### config.mk
export PLATFORM = sky130hd
export DESIGN_NAME = cstp_lookup
export DESIGN_NICKNAME = d
export VERILOG_FILES = /design/src/rtl/core/cstp_pkg.sv /design/src/rtl/core/cstp_lookup.sv
export SDC_FILE = /design/constraint.sdc
export NUM_CORES = 2
export LEC_CHECK = 0
export BUFFER_PORTS_ARGS = -buffer_cell sky130_fd_sc_hd__buf_4
export CAP_MARGIN = 20
export CORE_MARGIN = 4
export CORE_UTILIZATION = 55
export DETAILED_ROUTE_END_ITERATION = 8
export PLACE_DENSITY_LB_ADDON = 0.05
export SETUP_SLACK_MARGIN = 0.1
export SLEW_MARGIN = 20
export SYNTH_ARGS = -nofsm -noshare
export SYNTH_HDL_FRONTEND = slang
export SYNTH_SLANG_ARGS = --single-unit
### constraint.sdc
create_clock -name clk -period 18.8 [get_ports clk]
set_input_delay 1.88 -clock clk [delete_from_list [all_inputs] [get_ports clk]]
set_output_delay 1.88 -clock clk [all_outputs]
set_load 0.01 [all_outputs]
### src/rtl/core/cstp_pkg.sv
`default_nettype none

package cstp_pkg;

  localparam int SITES_DEF = 64;

  localparam logic [15:0] DEPTH_MAX = 16'hFFFF;

  localparam logic MODE_START = 1'b0;
  localparam logic MODE_END   = 1'b1;

  typedef enum logic [1:0] {
    ST_OK      = 2'd0,
    ST_FULL    = 2'd1,
    ST_UNKNOWN = 2'd2,
    ST_NO_PEND = 2'd3
  } status_t;

  typedef struct packed {
    logic        mode;
    logic [31:0] site_id;
    logic [63:0] stamp;
  } in_item_t;

  typedef struct packed {
    status_t     status;
    logic [5:0]  site_slot;
    logic [15:0] pending_depth;
    logic [63:0] site_total_time;
    logic [31:0] site_call_count;
    logic [31:0] site_nested_count;
    logic [15:0] open_regions;
    logic [63:0] profiled_total;
    logic [63:0] call_total;
  } out_item_t;

  // one site's counters as held in the entry memory
  typedef struct packed {
    logic [15:0] pending;
    logic [63:0] start_stamp;
    logic [63:0] acc_time;
    logic [31:0] calls;
    logic [31:0] nested;
  } entry_t;

  // lookup stage to update stage
  typedef struct packed {
    logic        alloc;
    status_t     status;
    logic        mode;
    logic [63:0] stamp;
  } look_t;

endpackage

`default_nettype wire

### src/rtl/core/cstp_lookup.sv
`default_nettype none

module cstp_lookup #(
  parameter int  SITES = cstp_pkg::SITES_DEF,
  localparam int SLOT_W = $clog2(SITES),
  localparam int USED_W = $clog2(SITES + 1)
) (
  input  wire                     clk,
  input  wire                     rst_n,
  input  wire                     advance,
  input  wire                     in_valid,
  input  cstp_pkg::in_item_t      in_item,
  output logic                    look_valid,
  output cstp_pkg::look_t         look,
  output logic [SLOT_W-1:0]       slot,
  output logic [USED_W-1:0]       used
);

  logic                  a_valid_r;
  cstp_pkg::in_item_t    a_item_r;
  logic [31:0]           key_r [SITES];
  logic [USED_W-1:0]     used_r;
  logic [USED_W-1:0]     used_nxt;
  logic [SITES-1:0]      hit;
  logic [SLOT_W-1:0]     hit_slot;
  logic                  found;
  logic                  full;
  logic                  alloc;
  logic                  is_start;
  cstp_pkg::status_t     status;

  always_ff @(posedge clk) begin
    if (!rst_n) begin
      a_valid_r <= 1'b0;
    end else if (advance) begin
      a_valid_r <= in_valid;
    end
  end

  always_ff @(posedge clk) begin
    if (advance && in_valid) begin
      a_item_r <= in_item;
    end
  end

  // parallel key match over the entries in use
  always_comb begin
    hit      = '0;
    hit_slot = '0;
    for (int i = 0; i < SITES; i++) begin
      hit[i] = (USED_W'(i) < used_r) && (key_r[i] == a_item_r.site_id);
      if (hit[i]) begin
        hit_slot = hit_slot | SLOT_W'(i);
      end
    end
  end

  assign found    = |hit;
  assign full     = (used_r == USED_W'(SITES));
  assign is_start = (a_item_r.mode == cstp_pkg::MODE_START);
  assign alloc    = a_valid_r && is_start && !found && !full;

  always_comb begin
    if (found) begin
      status = cstp_pkg::ST_OK;
    end else if (is_start) begin
      status = full ? cstp_pkg::ST_FULL : cstp_pkg::ST_OK;
    end else begin
      status = cstp_pkg::ST_UNKNOWN;
    end
  end

  always_comb begin
    if (found) begin
      slot = hit_slot;
    end else if (!full) begin
      slot = used_r[SLOT_W-1:0];
    end else begin
      slot = '0;
    end
  end

  assign used_nxt = used_r + USED_W'(1);

  always_ff @(posedge clk) begin
    if (!rst_n) begin
      used_r <= '0;
    end else if (advance && alloc) begin
      used_r <= used_nxt;
    end
  end

  always_ff @(posedge clk) begin
    if (advance && alloc) begin
      key_r[used_r[SLOT_W-1:0]] <= a_item_r.site_id;
    end
  end

  assign look_valid   = a_valid_r;
  assign look.alloc   = alloc;
  assign look.status  = status;
  assign look.mode    = a_item_r.mode;
  assign look.stamp   = a_item_r.stamp;
  assign used         = used_r;

endmodule

`default_nettype wire

==> results by group <==
Outcome
  – Outcome: complete, no violations

Clock tree
  – Hold-fix buffers, CTS: 0
  – CTS sink count: 2153
  – TritonCTS buffer count: 218
  – TritonCTS clock tree: yes
  – Clk buf depth: 3
  – Post-CTS sizing: 0
  – Setup Fix Bufs, Post-CTS: 0
  – # H-tree levels: 4
  – Clk_lat worst skew: 860 ps
  – Clock slew at reported path FFs: 60 ps
  – Clk root buf: clkbuf_16

Place
  – DP Wirelength: 143600 um
  – Placed cells: 7945
  – GPL Wtd Cong: 0.8716
  – Post-Place Cell Area: 0.09577 mm^2
  – Input/output buffers: 182

Logic synthesis
  – Number of flops mapped to enable cells by yosys: 2145
  – Synth async-reset ratio: 0%
  – Top-count cell post-synth: edfxtp_1
  – Distinct cells, synth: 65
  – Synth cell count leaders: edfxtp_1, xor2_1, nor4_1, xnor2_1, nand4_1
  – Synth warnings: 0
  – Mean Syn Cell Area: 16.31 um^2
  – Combinational family with the most area after synthesis: XOR/XNOR gates
  – Seq cells post-synth: 2153
  – Compound-gate portion of the synthesized area: 0.4984%
  – Primary FF master, synth: edfxtp_1
  – Area contributors post-synth: edfxtp_1, xor2_1, xnor2_1, nor4_1, buf_6
  – Share of the synthesized area in the top cell type: 69.73%
  – Synthesized instance count: 5665
  – Syn nets: 5768
  – Yosys top cell by area: edfxtp_1
  – Post-Synth Adder-Cell Area: 0.02709%
  – Post-synthesis mux area share: 0.02438%
  – Post-Synthesis Cell Area: 0.09237 mm^2
  – XOR/XNOR share of the synthesized area: 19.39%
  – Seq/Total Area, Yosys: 69.90%
  – Post-Synth Simple-Gate Area: 6.794%

Critical path
  – Crit Path Max Fanout: 37
  – Flop-to-flop setup slack: 11690 ps
  – Worst R2R Start: a_item_r[64]$_DFFE_PP_
  – Worst reg-to-reg path cell count: 15
  – Worst Path Arrival: 6790 ps
  – Req. time, crit path: 16920 ps
  – CP Class: reg -> out
  – Capturing point of the worst reg2reg path: key_r[51][15]$_DFFE_PP_
  – Startpoint Class: flip-flop
  – Worst setup EP type: output pin

Finish
  – Area growth, synth to finish: 10.89%
  – Number of nets in the layout: 6064
  – Fillers: 12500
  – Final Cell Area: 0.1024 mm^2
  – Layout cells sized above 1: 12.94%
  – Final Non-Filler Cells: 8351

Global routing
  – Vias in the first global route: 47720
  – GRT Resource Usage Total: 28.03%
  – First-pass GRT wire length: 352400 um
  – Congestion Overflow GR: 0
  – Initial antenna violation count: 7
  – Largest net degree at the start of global routing: 86

STA
  – Final Hold Vio Count: 0
  – Unrepaired setup endpoints after global routing: no
  – Worst slew pin tran: 1202 ps
  – Final worst path period share: 46.14%
  – Maximum clock rate: 115.3 MHz
  – Worst rel slew slack: 19.15%
  – Clock skew: 30.53 ps
  – Max Slew Vio Count: 0
  – Final setup vio count: 0
  – Fin crit period: 8674 ps
  – Setup TNS: 0 ps

Power and ir drop
  – Power share of the clock group: 40.6%
  – Sw Share: 22.66%
  – Comb power frac: 6.4%
  – Sw power: 0.002278 W
  – P per Cell Area: 98.15 mW/mm^2
  – Int Pwr: 0.007776 W
  – Lkg Pwr: 33.71 nW
  – Flop pwr share: 53.0%
  – VDD IR max: 0.08568 mV
  – Total power: 0.01005 W

Routing
  – DRC viols: 0
  – Iteration count of the initial detailed-routing pass: 5
  – Final antenna-violating net count: 0
  – Detail Route met2 WL: 113800 um
  – Drt wl/cell: 29.41 um
  – Vias: 49150
  – Iteration-0 DRC Markers: 4841
  – Metal-1 WL: 109000 um
  – Vias per cell: 5.886
  – Routed Wire Length: 245600 um
  – Max Used Layer: met4
  – Met3 routed WL: 15050 um

Die
  – Core Region: 0.1670 mm^2
  – IO Count: 183
  – Row cnt: 150
  – DIE HEIGHT: 417.8 um
  – Die area: 0.1746 mm^2
  – Die Wd: 417.8 um
  – Starting Density: 55.30%

Hold path
  – Min-delay src: a_item_r[95]$_DFFE_PP_
  – Hold EP: key_r[34][31]$_DFFE_PP_
  – Hold Path Depth: 0
  – Hold/Removal Path Class: reg -> reg

Job
  – MaxCap Viol Count: 0
[power by group through the flow]
stage                     combinational (W)  sequential (W)  clock, W
final                              0.000644         0.00532   0.00409
after CTS                          0.000648         0.00532   0.00416
after floorplan                    0.000394         0.00547         0
after detailed placement           0.000645         0.00543         0
after global routing               0.000685         0.00532   0.00436
after global placement             0.000639         0.00542         0
[through the flow]
| stage | utilization [%] | setup WS (ps) | hold WS (ps) |
|---|---|---|---|
| finish | 61.33 | 10130 | 562.8 |
| CTS | 61.32 | 10190 | 562.6 |
| global route | 61.32 | 10030 | 589.0 |
| floorplan | - | 11870 | 652.1 |
| detailed placement | 57.34 | 11140 | 548.3 |
| global placement | 57.31 | 10790 | 528.2 |
[routing by layer]
metal,track usage (%),vias to the layer above
met2,43.77,1819
li1,-,21470
met4,8.897,0
met5,0,-
met1,41.07,25480
met3,4.068,383
[cells in the final DEF (no fill, tap or decap), types with 49 or more instances in the layout]
cell type  count
edfxtp_1    2145
xor2_1      1657
nor4_1       449
xnor2_1      388
buf_4        385
clkbuf_16    220
nand4_1      182
nor3_1        90
nand2_1       80
nand3_1       72
clkbuf_1      56
clkinv_2      51
clkinv_1      49
[registers in the layout (all words and copies together) (netlist names)]
name / flops
look_valid: 1
used: 7
look: 65
key_r: 2048
a_item_r: 32
[cell type report]
cell class	count	area, um^2	area share (%)
diodes	3	7.507	0.007329
clock buffers	276	5715	5.580
clock inverters	127	939.7	0.9173
inverters	8	30.03	0.02932
multi-input cells	3174	25100	24.50
flip-flops and latches	2153	64580	63.04
well taps	2204	2758	2.692
repair buffers	406	3311	3.232
[worst max-delay path, cell delays in order, from the launching register on]
cell	delay, ps
edfxtp_1	320
buf_4	470
buf_4	580
buf_4	640
buf_4	550
xor2_1	210
nor3_1	70
nand3_1	70
nor4_1	90
buf_4	160
a2111oi_1	880
and4_1	460
and4_1	500
nor3b_1	110
a21oi_1	420
buf_4	210
[logic make-up after synthesis]
logic type                 count (synthesis)
DFF                                     2153
buffers and inverters                    338
muxes                                      2
adders and majority gates                  2
and+or+nand+nor                         1062
AOI/OAI and AO/OA                         63
xor gates and xnor gates                2045
[worst max path at each step]
| stage | from | end | slack, ps | depth (start not counted) |
|---|---|---|---|---|
| detailed placement | a_item_r[64]$_DFFE_PP_ | slot[5] | 11140 | 15 |
| CTS | a_item_r[64]$_DFFE_PP_ | slot[5] | 10190 | 15 |
| finish | a_item_r[64]$_DFFE_PP_ | slot[5] | 10130 | 15 |
| global route | a_item_r[64]$_DFFE_PP_ | slot[5] | 10030 | 15 |
| global placement | a_item_r[64]$_DFFE_PP_ | slot[5] | 10790 | 15 |
| floorplan | a_item_r[64]$_DFFE_PP_ | key_r[37][0]$_DFFE_PP_ | 11870 | 14 |
No activity file was read; power rests on OpenSTA's default activity.
